## config.mk

```make
export PLATFORM = sky130hd
export DESIGN_NAME = boolean_formula_evaluator
export DESIGN_NICKNAME = d
export VERILOG_FILES = /design/src/sv/bfe_pkg.sv /design/src/sv/bfe_datapath.sv /design/src/sv/bfe_control.sv /design/src/sv/boolean_formula_evaluator.sv
export SDC_FILE = /design/constraint.sdc
export NUM_CORES = 1
export LEC_CHECK = 0
export BUFFER_PORTS_ARGS = -buffer_cell sky130_fd_sc_hd__buf_2
export CAP_MARGIN = 20
export CORE_AREA = 2 2 248 250
export DETAILED_ROUTE_END_ITERATION = 8
export DIE_AREA = 0 0 250 252
export GPL_TIMING_DRIVEN = 0
export PLACE_DENSITY = 0.85
export SLEW_MARGIN = 30
export SYNTH_ARGS = -nofsm -noshare
export SYNTH_HDL_FRONTEND = slang
export SYNTH_SLANG_ARGS = --single-unit
```

## constraint.sdc

```tcl
create_clock -name clk -period 6.5 [get_ports clk]
set_input_delay 0.325 -clock clk [delete_from_list [all_inputs] [get_ports clk]]
set_output_delay 0.325 -clock clk [all_outputs]
set_load 0.01 [all_outputs]
```

## src/sv/bfe_pkg.sv

```systemverilog
// Package: shared types, character codes and command/status structs.
package bfe_pkg;
  localparam int MAX_LEN_DEF  = 32;
  localparam int MAX_VARS_DEF = 16;

  localparam logic [7:0] CH_NOT = 8'h21;
  localparam logic [7:0] CH_AND = 8'h26;
  localparam logic [7:0] CH_OR  = 8'h7c;
  localparam logic [7:0] CH_XOR = 8'h5e;
  localparam logic [7:0] CH_IMP = 8'h3e;
  localparam logic [7:0] CH_EQV = 8'h7e;
  localparam logic [7:0] CH_LP  = 8'h28;
  localparam logic [7:0] CH_RP  = 8'h29;

  localparam logic       CMD_LOAD = 1'b0;
  localparam logic       CMD_EVAL = 1'b1;

  localparam logic [1:0] ST_OK      = 2'd0;
  localparam logic [1:0] ST_LONG    = 2'd1;
  localparam logic [1:0] ST_VARS    = 2'd2;
  localparam logic [1:0] ST_MALFORM = 2'd3;

  typedef struct packed {
    logic        command;
    logic [7:0]  formula_char;
    logic        last_char;
    logic [15:0] assignment;
  } in_item_t;

  typedef struct packed {
    logic       value;
    logic [4:0] variable_count;
    logic [1:0] status;
  } out_item_t;

  // Controller to datapath.
  typedef struct packed {
    logic take;       // latch input item
    logic clear;      // start new formula
    logic store;      // write char at length
    logic scan_start; // reset variable scan
    logic scan_step;  // advance variable scan
    logic add_var;    // append new variable / flag
    logic eval_start; // reset evaluator
    logic eval_step;  // one evaluator step
  } dp_cmd_t;

  // Datapath to controller.
  typedef struct packed {
    logic full;
    logic scan_done;
    logic is_var;
    logic var_over;
    logic eval_done;
  } dp_sts_t;

  function automatic logic is_op(input logic [7:0] c);
    return c == CH_NOT || c == CH_AND || c == CH_OR || c == CH_XOR ||
           c == CH_IMP || c == CH_EQV || c == CH_LP || c == CH_RP;
  endfunction

  // Binary precedence: 5 for AND down to 1 for equivalence, 0 not binary.
  function automatic logic [2:0] prec(input logic [7:0] c);
    logic [2:0] p;
    p = 3'd0;
    if (c == CH_AND) p = 3'd5;
    if (c == CH_OR)  p = 3'd4;
    if (c == CH_XOR) p = 3'd3;
    if (c == CH_IMP) p = 3'd2;
    if (c == CH_EQV) p = 3'd1;
    return p;
  endfunction

  function automatic logic apply(input logic [7:0] op, input logic a, input logic b);
    logic r;
    r = ~(a ^ b);
    if (op == CH_AND) r = a & b;
    if (op == CH_OR)  r = a | b;
    if (op == CH_XOR) r = a ^ b;
    if (op == CH_IMP) r = ~a | b;
    return r;
  endfunction
endpackage

```

## src/sv/bfe_datapath.sv

```systemverilog
// Datapath: formula store, variable table, shunting-yard evaluator stacks.
module bfe_datapath #(
  parameter int MAX_LEN  = bfe_pkg::MAX_LEN_DEF,
  parameter int MAX_VARS = bfe_pkg::MAX_VARS_DEF
) (
  input  logic              clk,
  input  logic              rst,
  input  bfe_pkg::in_item_t in_item,
  input  bfe_pkg::dp_cmd_t  cmd,
  output bfe_pkg::dp_sts_t  sts,
  output logic [4:0]        var_total,
  output logic              eval_value,
  output logic              eval_bad
);
  localparam int LW = $clog2(MAX_LEN + 1);
  localparam int AW = $clog2(MAX_LEN);
  localparam int VW = (MAX_VARS > 1) ? $clog2(MAX_VARS) : 1;
  localparam int SW = $clog2(MAX_LEN + 2);

  bfe_pkg::in_item_t item;
  logic [7:0]    fstore [MAX_LEN];
  logic [VW-1:0] wbuf   [MAX_LEN];
  logic [7:0]    vtab   [MAX_VARS];
  logic [LW-1:0] length;
  logic [4:0]    scan;
  logic          found;
  logic [VW-1:0] found_idx;

  // Evaluator state: pc over the formula, operator stack, value stack.
  logic [LW-1:0] pc;
  logic [7:0]    ostk [MAX_LEN];
  logic          vstk [MAX_LEN];
  logic [SW-1:0] osp, vsp;
  logic          expect_opnd, bad, done;
  logic [7:0]    cur, otop;
  logic          at_end;

  assign sts.full      = length == LW'(MAX_LEN);
  assign sts.is_var    = !bfe_pkg::is_op(item.formula_char);
  assign sts.var_over  = sts.is_var && !found && var_total >= 5'(MAX_VARS);
  assign sts.scan_done = found || (scan >= var_total) || (scan >= 5'(MAX_VARS));
  assign sts.eval_done = done;
  assign eval_value    = vstk[0];
  assign eval_bad      = bad;

  assign at_end = pc >= length;
  assign cur    = at_end ? 8'h00 : fstore[pc[AW-1:0]];
  assign otop   = (osp == '0) ? 8'h00 : ostk[osp[AW-1:0] - AW'(1)];

  always_ff @(posedge clk) begin
    if (cmd.take) begin
      item <= in_item;
    end
    if (rst || cmd.clear) begin
      length    <= '0;
      var_total <= '0;
    end else begin
      if (cmd.store) begin
        fstore[length[AW-1:0]] <= item.formula_char;
        wbuf[length[AW-1:0]]   <= found ? found_idx : VW'(var_total);
        length                 <= length + LW'(1);
      end
      if (cmd.add_var && !found && var_total < 5'(MAX_VARS)) begin
        vtab[var_total[VW-1:0]] <= item.formula_char;
        var_total               <= var_total + 5'd1;
      end
    end
    if (cmd.scan_start) begin
      scan  <= '0;
      found <= 1'b0;
    end else if (cmd.scan_step && !sts.scan_done) begin
      if (vtab[scan[VW-1:0]] == item.formula_char) begin
        found     <= 1'b1;
        found_idx <= scan[VW-1:0];
      end else begin
        scan <= scan + 5'd1;
      end
    end
    if (cmd.eval_start) begin
      pc          <= '0;
      osp         <= '0;
      vsp         <= '0;
      expect_opnd <= 1'b1;
      bad         <= 1'b0;
      done        <= 1'b0;
    end else if (cmd.eval_step && !done) begin
      if (bad) begin
        done <= 1'b1;
      end else if (expect_opnd) begin
        if (at_end) begin
          bad <= 1'b1;
        end else if (cur == bfe_pkg::CH_NOT || cur == bfe_pkg::CH_LP) begin
          ostk[osp[AW-1:0]] <= cur;
          osp <= osp + SW'(1);
          pc  <= pc + LW'(1);
        end else if (bfe_pkg::is_op(cur)) begin
          bad <= 1'b1;
        end else begin
          vstk[vsp[AW-1:0]] <= item.assignment[4'(wbuf[pc[AW-1:0]])];
          vsp <= vsp + SW'(1);
          pc  <= pc + LW'(1);
          expect_opnd <= 1'b0;
        end
      end else if (otop == bfe_pkg::CH_NOT) begin
        vstk[vsp[AW-1:0] - AW'(1)] <= ~vstk[vsp[AW-1:0] - AW'(1)];
        osp <= osp - SW'(1);
      end else if (bfe_pkg::prec(otop) != 3'd0 &&
                   (at_end || cur == bfe_pkg::CH_RP ||
                    bfe_pkg::prec(otop) >= bfe_pkg::prec(cur))) begin
        vstk[vsp[AW-1:0] - AW'(2)] <= bfe_pkg::apply(otop, vstk[vsp[AW-1:0] - AW'(2)],
                                                     vstk[vsp[AW-1:0] - AW'(1)]);
        vsp <= vsp - SW'(1);
        osp <= osp - SW'(1);
      end else if (at_end) begin
        if (osp != '0) bad <= 1'b1;
        done <= 1'b1;
      end else if (cur == bfe_pkg::CH_RP) begin
        if (otop == bfe_pkg::CH_LP) begin
          osp <= osp - SW'(1);
          pc  <= pc + LW'(1);
        end else begin
          bad <= 1'b1;
        end
      end else if (bfe_pkg::prec(cur) != 3'd0) begin
        ostk[osp[AW-1:0]] <= cur;
        osp <= osp + SW'(1);
        pc  <= pc + LW'(1);
        expect_opnd <= 1'b1;
      end else begin
        bad <= 1'b1;
      end
    end
  end
endmodule

```

## src/sv/bfe_control.sv

```systemverilog
// Controller: handshake, load sequencing, status and result register.
module bfe_control (
  input  logic              clk,
  input  logic              rst,
  input  logic              in_valid,
  input  bfe_pkg::in_item_t in_item,
  output logic              in_stall,
  output logic              out_valid,
  input  logic              out_stall,
  output bfe_pkg::out_item_t out_item,
  output bfe_pkg::dp_cmd_t  cmd,
  input  bfe_pkg::dp_sts_t  sts,
  input  logic [4:0]        var_total,
  input  logic              eval_value,
  input  logic              eval_bad
);
  typedef enum logic [2:0] {S_IDLE, S_SCAN, S_STORE, S_CHECK, S_EVAL, S_OUT} state_t;
  state_t     state;
  logic       complete, last;
  logic [1:0] lstat;

  assign in_stall = state != S_IDLE;

  always_comb begin
    cmd = '0;
    cmd.take = state == S_IDLE && in_valid;
    cmd.clear = cmd.take && in_item.command == bfe_pkg::CMD_LOAD && complete;
    cmd.scan_start = cmd.take;
    cmd.eval_start = cmd.take;
    cmd.scan_step = state == S_SCAN;
    cmd.store = state == S_STORE && !sts.full;
    cmd.add_var = state == S_STORE && !sts.full && sts.is_var;
    cmd.eval_step = state == S_CHECK || state == S_EVAL;
  end

  always_ff @(posedge clk) begin
    if (rst) begin
      state     <= S_IDLE;
      complete  <= 1'b0;
      lstat     <= bfe_pkg::ST_OK;
      out_valid <= 1'b0;
    end else begin
      unique case (state)
        S_IDLE: begin
          if (in_valid) begin
            last    <= in_item.last_char;
            if (in_item.command == bfe_pkg::CMD_EVAL) begin
              if (!complete || lstat != bfe_pkg::ST_OK) begin
                out_item.value  <= 1'b0;
                out_item.status <= (lstat != bfe_pkg::ST_OK) ? lstat
                                                            : bfe_pkg::ST_MALFORM;
                out_item.variable_count <= var_total;
                out_valid <= 1'b1;
                state     <= S_OUT;
              end else begin
                state <= S_EVAL;
              end
            end else begin
              if (complete) begin
                complete <= 1'b0;
                lstat    <= bfe_pkg::ST_OK;
              end
              state <= S_SCAN;
            end
          end
        end
        S_SCAN: begin
          if (sts.scan_done) state <= S_STORE;
        end
        S_STORE: begin
          if (sts.full) begin
            if (lstat == bfe_pkg::ST_OK) lstat <= bfe_pkg::ST_LONG;
          end else if (sts.var_over && lstat == bfe_pkg::ST_OK) begin
            lstat <= bfe_pkg::ST_VARS;
          end
          state <= S_IDLE;
          if (last) begin
            complete <= 1'b1;
            state    <= S_CHECK;
          end
        end
        S_CHECK, S_EVAL: begin
          if (sts.eval_done) begin
            out_item.variable_count <= var_total;
            if (state == S_CHECK) begin
              out_item.value <= 1'b0;
              if (lstat == bfe_pkg::ST_OK && eval_bad) begin
                lstat <= bfe_pkg::ST_MALFORM;
                out_item.status <= bfe_pkg::ST_MALFORM;
              end else begin
                out_item.status <= lstat;
              end
            end else begin
              out_item.value  <= eval_bad ? 1'b0 : eval_value;
              out_item.status <= eval_bad ? bfe_pkg::ST_MALFORM : bfe_pkg::ST_OK;
            end
            out_valid <= 1'b1;
            state     <= S_OUT;
          end
        end
        S_OUT: begin
          if (!out_stall) begin
            out_valid <= 1'b0;
            state     <= S_IDLE;
          end
        end
        default: state <= S_IDLE;
      endcase
    end
  end
endmodule

```

## src/sv/boolean_formula_evaluator.sv

```systemverilog
// Top level: boolean formula evaluator.
// Input channel in_valid/in_stall carries in_item: a load (command 0) stores
// one character; the item flagged last_char returns variable count and
// status. An evaluate (command 1) maps assignment bit g to variable g and
// returns the truth value. Output channel out_valid/out_stall carries out_item.
// Items are handled one at a time. A load latches the item, searches the
// table of known variables and stores the character; a final load or
// evaluate then runs the single operator/value stack evaluator over every
// character and reduction until it is done.
// A result is held in the output register until taken; while it waits the
// input is stalled. Reset clears the formula, counts, status and the
// output valid; stored characters need no clearing.
module boolean_formula_evaluator #(
  parameter int MAX_LEN  = bfe_pkg::MAX_LEN_DEF,
  parameter int MAX_VARS = bfe_pkg::MAX_VARS_DEF
) (
  input  logic               clk,
  input  logic               rst,
  input  logic               in_valid,
  output logic               in_stall,
  input  bfe_pkg::in_item_t  in_item,
  output logic               out_valid,
  input  logic               out_stall,
  output bfe_pkg::out_item_t out_item
);
  bfe_pkg::dp_cmd_t cmd;
  bfe_pkg::dp_sts_t sts;
  logic [4:0] var_total;
  logic       eval_value, eval_bad;

  bfe_control u_ctl (
    .clk, .rst, .in_valid, .in_item, .in_stall, .out_valid, .out_stall,
    .out_item, .cmd, .sts, .var_total, .eval_value, .eval_bad
  );

  bfe_datapath #(.MAX_LEN(MAX_LEN), .MAX_VARS(MAX_VARS)) u_dp (
    .clk, .rst, .in_item, .cmd, .sts, .var_total, .eval_value, .eval_bad
  );
endmodule
```

# Word level (Yosys, flattened, before mapping)
# Memories as Yosys holds them, arrays and structs flattened. A register that Yosys moved wholly into a read port is not among the register bits.
# Cells that the tools add are included.
[totals] ff_bits=82 ram_bits=800 inputBits=30 output_inout_bits=10 word_cells=371 n_memories=5
[memory_table] memory="u_dp.fstore" words=32 width=8 read_ports=1 rd_ports_with_merged_regs=1 wr=1 line_no="bfe_datapath.sv:21" source="logic [7:0] fstore [MAX_LEN];"
[memory_table] memory="u_dp.ostk" words=32 width=8 read_ports=1 rd_ports_with_merged_regs=0 wr=1 line_no="bfe_datapath.sv:31" source="logic [7:0] ostk [MAX_LEN];"
[memory_table] memory="u_dp.vtab" words=16 width=8 read_ports=1 rd_ports_with_merged_regs=1 wr=1 line_no="bfe_datapath.sv:23" source="logic [7:0] vtab [MAX_VARS];"
[memory_table] memory="u_dp.wbuf" words=32 width=4 read_ports=1 rd_ports_with_merged_regs=1 wr=1 line_no="bfe_datapath.sv:22" source="logic [VW-1:0] wbuf [MAX_LEN];"
[memory_table] memory="u_dp.vstk" words=32 width=1 read_ports=3 rd_ports_with_merged_regs=0 wr=1 line_no="bfe_datapath.sv:32" source="logic vstk [MAX_LEN];"
[op_classes] addsub=11 order_cmp=7 eq_ne=55 mux=183 n_bitwise=14 n_reduce_logical=75
[ops] op="$mux W6" count=25
[ops] op="$eq A8 B6 Y1 const B" count=14
[ops] op="$mux W3" count=33
[ops] op="$mux W1" count=90
[ops] op="$eq A8 B7 Y1 const B" count=9
[ops] op="$mux W8" count=7
[ops] op="$mux W5" count=6
[ops] op="$mux W2" count=13
[ops] op="$add A6 B1 Y6 const B" count=4
[ops] op="$logic_or A1 B1 Y1" count=22
[ops] op="$ne A2 B2 Y1 const B" count=11
[ops] op="$reduce_bool A3 Y1" count=6
[ops] op="$ne A2 B1 Y1 const B" count=8
[ops] op="$pmux W8 S2" count=1
[ops] op="$reduce_and A8 Y1" count=2
[ops] op="$pmux W3 S5" count=1
[ops] op="$logic_and A1 B1 Y1" count=14
[ops] op="$reduce_and A7 Y1" count=2
[ops] op="$mux W4" count=3
[ops] op="$reduce_and A6 Y1" count=2
[ops] op="$sub A6 B1 Y6 const B" count=2
[ops] op="$add A5 B1 Y5 const B" count=2
[ops] op="$ge A5 B5 Y1 const B" count=2
[ops] op="$reduce_bool A2 Y1" count=5
[ops] op="35 further kinds" count=61

# Longest topological paths before layout
# An unclocked memory read counts as a cell.
[depth] depth_word=35 mapped_depth=26 ltp_nobuf=19

# Cells and area by module
# Synthesis repeated with hierarchy kept, for this count alone.
[unflattened] cells_unflattened=2114 area_unflattened_um2=37475.9
[by_module_without_submodules] mod="bfe_datapath" instances=1 cells_each=2018 area_per_inst_um2=36571.3 seq_area_each_um2=25784.7
[by_module_without_submodules] mod="bfe_control" instances=1 cells_each=96 area_per_inst_um2=904.6 seq_area_each_um2=410.4

# Worst setup path before layout
# Ideal clock, no wire load.
[synth_path] kind="flip-flop to flip-flop" startpoint="register u_dp.osp[0]" endpoint="memory u_dp.vstk[0] (data pin)" setup_ps=467 arrival_ps=5534 required_time_ps=6033 slack_ps=499 path_stages_with_launch=22 cell_sequence="dfxtp_1 -> buf_6 -> buf_6 -> inv_2 -> ha_1 -> buf_4 -> buf_2 -> buf_2 -> mux4_2 -> mux2i_1 -> o21a_1 -> o21ai_0 -> or4_1 -> nor2_1 -> a21oi_1 -> ha_1 -> nand2b_1 -> a21o_1 -> a21oi_1 -> o311ai_1 -> nand3_2 -> o31ai_1"
[synth_via] elab_chain_len=26 word_cells_on_any_way=51
[synth_lines] element="start: declaration" line_no="bfe_datapath.sv:33" source="logic [SW-1:0] osp, vsp;"
[synth_lines] element="start signal: assignment" line_no="bfe_datapath.sv:94" source="osp <= osp + SW'(1);"
[synth_lines] element="start signal: assignment" line_no="bfe_datapath.sv:106" source="osp <= osp - SW'(1);"
[synth_lines] element="start signal: assignment" line_no="bfe_datapath.sv:113" source="osp <= osp - SW'(1);"
[synth_lines] element="$sub A5 B1 Y5" line_no="bfe_datapath.sv:48" source="assign otop = (osp == '0) ? 8'h00 : ostk[osp[AW-1:0] - AW'(1)];"
[synth_lines] element="$mem_v2 Z32 W8"
[synth_lines] element="$mux W8 (*)" line_no="bfe_datapath.sv:48"
[synth_lines] element="$eq A8 B6 Y1" line_no="bfe_pkg.sv:66, bfe_pkg.sv:77"
[synth_lines] element="$mux W3" line_no="bfe_pkg.sv:66" source="if (c == CH_AND) p = 3'd5;"
[synth_lines] element="$mux W3" line_no="bfe_pkg.sv:67" source="if (c == CH_OR) p = 3'd4;"
[synth_lines] element="$mux W3" line_no="bfe_pkg.sv:68" source="if (c == CH_XOR) p = 3'd3;"
[synth_lines] element="$mux W3" line_no="bfe_pkg.sv:69" source="if (c == CH_IMP) p = 3'd2;"
[synth_lines] element="[10 not listed]"
[synth_lines] element="$mux W1" line_no="bfe_datapath.sv:104" source="end else if (otop == bfe_pkg::CH_NOT) begin"
[synth_lines] element="$mux W1" line_no="bfe_datapath.sv:89" source="end else if (expect_opnd) begin"
[synth_lines] element="$mux W1" line_no="bfe_datapath.sv:87" source="if (bad) begin"
[synth_lines] element="$mux W1" line_no="bfe_datapath.sv:86" source="end else if (cmd.eval_step && !done) begin"
[synth_lines] element="$mux W1" line_no="bfe_datapath.sv:79" source="if (cmd.eval_start) begin"
[synth_lines] element="$mux W1 (not written as such)" line_no="bfe_datapath.sv:110" source="vstk[vsp[AW-1:0] - AW'(2)] <= bfe_pkg::apply(otop, vstk[vsp[AW-1:0] - AW'(2)],"
[synth_lines] element="$reduce_or A1 Y1 (no source line)"
[synth_lines] element="$mux W1 (no source line) (*)"
[synth_lines] element="end: declaration" line_no="bfe_datapath.sv:32"
# Every way passes the cells marked *; elsewhere a longest branch is shown, timed or not. The select of a mux whose other input is x is not followed.

# Worst setup path in the final report
[layout_path] startpoint="register u_dp.osp[0]" endpoint="memory u_dp.ostk[3][1] (enable)"
[layout_via] elab_chain_len=25 word_cells_on_any_way=32
[layout_lines] element="$sub A5 B1 Y5" line_no="bfe_datapath.sv:48"
[layout_lines] element="$mem_v2 Z32 W8"
[layout_lines] element="$mux W8" line_no="bfe_datapath.sv:48"
[layout_lines] element="$eq A8 B6 Y1" line_no="bfe_pkg.sv:66"
[layout_lines] element="$mux W3" line_no="bfe_pkg.sv:66"
[layout_lines] element="$mux W3" line_no="bfe_pkg.sv:67"
[layout_lines] element="$mux W3" line_no="bfe_pkg.sv:68"
[layout_lines] element="$mux W3" line_no="bfe_pkg.sv:69"
[layout_lines] element="[9 not listed]"
[layout_lines] element="$mux W1" line_no="bfe_datapath.sv:107" source="end else if (bfe_pkg::prec(otop) != 3'd0 &&"
[layout_lines] element="$mux W1" line_no="bfe_datapath.sv:104"
[layout_lines] element="$mux W1" line_no="bfe_datapath.sv:89"
[layout_lines] element="$mux W1" line_no="bfe_datapath.sv:87"
[layout_lines] element="$mux W1" line_no="bfe_datapath.sv:86"
[layout_lines] element="$mux W1" line_no="bfe_datapath.sv:79"
[layout_lines] element="$mux W1 (not written as such)" line_no="bfe_datapath.sv:125" source="ostk[osp[AW-1:0]] <= cur;"
[layout_lines] element="$or A1 B1 Y1 (no source line)"
[layout_lines] element="end: declaration" line_no="bfe_datapath.sv:31"
# Several ways; a longest one is shown, not always the timed one. The select of a mux whose other input is x is not followed.

==> impl_results.md <==
* Status: finished clean
* Setup crit end kind: flip-flop
* I/O Pins at 40
* Crit-path most repeated cell: buf_6
* Mean routed wirelength per cell at 29.1 um
* Synth area leader: edfxtp_1
* Mux cell area share after synthesis at roughly 15%
* Initial Util at 61.7%
* CTS H-tree depth at 3
* Main combinational cell family by area after synthesis: multiplexers
* Worst-path maximum fanout at 19
* Leak Pwr at between 10 and 15 nW
* Max Cap Violations at 0
* FF-to-FF End: u_dp.ostk[3][1]
* Synth Warn # at 0
* Worst endpoint data arrival time at ~6.6 ns
* Initial drt markers at 3,138
* DRT met1 WL at 33.3 mm
* CTS sink cnt at between 800 and 900
* Net count reported at finish at 2,473
* Routed WL at 94.6 mm
* Clock buffer depth at 3
* Clock root cell: clkbuf_16
* Worst Skew at 0.0224 ns
* # setup viols final at 0
* Post-DP HPWL at 59.4 mm
* RSZ-0062 raised after global routing: false
* HP Class: in2reg
* Fillers at 3,382
* Metal3 WL at 11.1 mm
* Area growth from synthesis to layout at 15.8%
* Tcrit/Tclk final at a little over nine tenths
* Unique masters post-synth at 85
* Via density at 6.83
* Worst setup path start: u_dp.osp[0]
* Pwr/cell area at 286 nW/um^2
* Syn Area/Cell at ~17 um^2
* Diode count at 0
* Reg2Reg Depth at 25
* Die X at 250 um
* Share of cells above drive strength 1 at 23.4%
* Reg-to-reg critical path startpoint: u_dp.osp[0]
* Routed via count at roughly 22,000
* Peak supply drop at 0.207 mV
* Number of synthesized flops with an enable pin at 837
* Largest net degree at the start of global routing at 36
* Most numerous cell in the Yosys netlist: edfxtp_1
* Final antenna-violating net count at 0
* Num CTS Buffers at 87
* Post-Synth XOR/XNOR Area at less than 1%
* Synth Area in Simple Gates at under 10%
* Post-synth net total at 2,241
* Place WS at -1.08 ns
* Skew-Pair Late Insertion Delay at between 0.6 and 0.7 ns
* Fmax at 159 MHz
* Initial antenna violation count at 2
* Synth Area in Compound Gates at 4.57%
* Gr ovfl total at 0
* Final Hold Viols at 0
* Crit path max-delay cell type: nor4b_1
* CTS tree: yes
* Util after Layout at 71.5%
* Synth cell count leaders: edfxtp_1 (837), nor2_1 (204), mux2i_1 (177)
* CP Class: reg2reg
* Slew headroom at 31.1%
* Post-route minimum period at 6.30 ns
* Die area at about 63,000 um^2
* Core Region at 60,100 um^2
* Max-slew violation count at 0
* Crit path launch type: flip-flop
* Number of global-route vias before repair at 22,300
* Largest stage delay on the critical path at 0.46 ns
* Fin worst setup slack at 0.200 ns
* DRC Markers at 0
* Post-synthesis sequential area ratio at 70.6%
* #FFs+latches synth at 890
* Post-Syn Instances at 2,172
* R2R Setup Slk at 0.20 ns
* Wire length on met2 at 46.7 mm
* Total global-route track usage at between 30% and 40%
* Cell Rows at 90
* Synthesized cell area at 37,100 um^2
* Gpl congestion at 0.923
* Slew @ Worst Pin at 1.03 ns
* Post-Synth Adder-Cell Area at 1.33%
* First-pass DRT Iterations at 6
* Port Buffers at 38
* First-pass GRT wire length at 140 mm
* Worst-path clk slew at 0.06 ns
* Most used DFF post-synth: edfxtp_1
* Top Layer Used: met5
* Post-synth top area share at 67.7%
* Data required, critical path at 6.82 ns
* Die Ht at approximately 250 um
* Critical path capture point: u_dp.ostk[3][1]
* Synth area leaders: edfxtp_1 (68%), mux4_2 (9.7%), mux2i_1 (4.8%)
* Synth async-reset ratio at 0%
## stage by stage
step | setup TNS [ns] | hold slack, ns | total power [mW] | instances | area, um^2
6_report | 0 | 0.0664 | 12.3 | 3253 | 43000
5_1_grt | 0 | 0.0818 | 12.6 | 3253 | 43000
4_1_cts | 0 | 0.0393 | 12.2 | 3250 | 42900
3_5_place_dp | -244.54 | 0.423 | 7.46 | 3033 | 39100
3_3_place_gp | -288.35 | 0.420 | 7.32 | 2992 | 38300
2_1_floorplan | 0 | 0.406 | 7.09 | 2172 | 37100
## cell type report
| cell class | count | area, um^2 | share of cell area (%) |
|---|---|---|---|
| buffer | 102 | 562 | 1.31 |
| clock buffer | 103 | 2280 | 5.30 |
| clock inverter | 53 | 449 | 1.05 |
| inverter | 36 | 138 | 0.320 |
| multi-input combinational | 1143 | 10800 | 25.2 |
| sequential | 890 | 26200 | 61.0 |
| tap | 782 | 978 | 2.28 |
| timing repair buffer | 144 | 1530 | 3.56 |
## cells in the final DEF, fill, tap and decap left out, types with 17 or more instances in the layout
cell / n
a21oi_1: 45
a22oi_1: 60
buf_12: 18
buf_2: 65
buf_4: 34
buf_6: 37
clkbuf_1: 51
clkbuf_16: 87
clkinv_1: 19
dfxtp_1: 53
dlygate4sd3_1: 25
edfxtp_1: 837
ha_1: 38
inv_1: 32
mux2i_1: 175
mux4_2: 160
nand2_1: 81
nand3_1: 61
nand4_1: 17
nor2_1: 136
nor2_2: 18
nor2_4: 50
o21ai_0: 26
xnor2_1: 30
## worst max-delay path, delay by kind of cell (launching register included)
family	cells	cell delay, ns
compound gates	7	1.25
simple gates	6	1.41
fa+ha+maj	2	0.68
mux	2	0.60
buf+inv	8	1.59
flops	1	0.40
## logic make-up (layout without fill, tap and decap cells)
family / after synthesis / count (layout)
adder cells (fa/ha/maj): 39 / 39
AND/OR/NAND/NOR: 482 / 482
XOR/XNOR: 37 / 37
AO/OA/AOI/OAI: 242 / 242
multiplexers: 343 / 343
buffers and inverters: 139 / 438
flip-flops: 890 / 890
## sequential cells by signal, summed over array words and instances (netlist names), 2 cells and up, named ones only
name and cells:
u_ctl.lstat 2, u_dp.osp 6, u_dp.fstore 256, u_dp.length 6, u_dp.vtab 128, u_dp.vstk 32, u_ctl.state 3, u_ctl.out_item 8
u_dp.found_idx 4, u_dp.item 24, u_dp.wbuf 128, u_dp.scan 5, u_dp.pc 6, u_dp.vsp 5, u_dp.ostk 256, u_dp.var_total 5
## timing repair
action / 4_1_cts / 5_1_grt
resized for setup: 79 / 9
setup endpoints to repair: 276 / 331
hold endpoints to repair: 25 / 0
buffers inserted: 37 / 3
hold buffers: 25 / 0
pin swaps: 27 / 6
## metal layers
layer,up-vias,track usage (%)
met1,11100,39.3
met2,1714,50.2
li1,9118,-
met3,302,6.90
met5,-,0
met4,2,12.3
## worst min path at each step
stage                     slack, ns         startpoint  depth (start not counted)                 to
after global routing           0.08          out_stall                          3    u_ctl.out_valid
after CTS                      0.04          out_stall                          3    u_ctl.out_valid
final                          0.07          out_stall                          3    u_ctl.out_valid
after floorplan                0.41  u_dp.var_total[2]                          0  u_ctl.out_item[4]
after global placement         0.42  u_dp.var_total[2]                          0  u_ctl.out_item[4]
after detailed placement       0.42  u_dp.var_total[2]                          0  u_ctl.out_item[4]
## report_power, final
part           leakage [nW]  switching, mW  total [mW]  internal [mW]
sequential             8.07         0.0911        6.58           6.49
clock                  1.33           2.16        4.88           2.72
combinational          4.16          0.546       0.810          0.264
total                  13.6           2.80        12.3           9.47
Power figures use the tool's default switching activity.
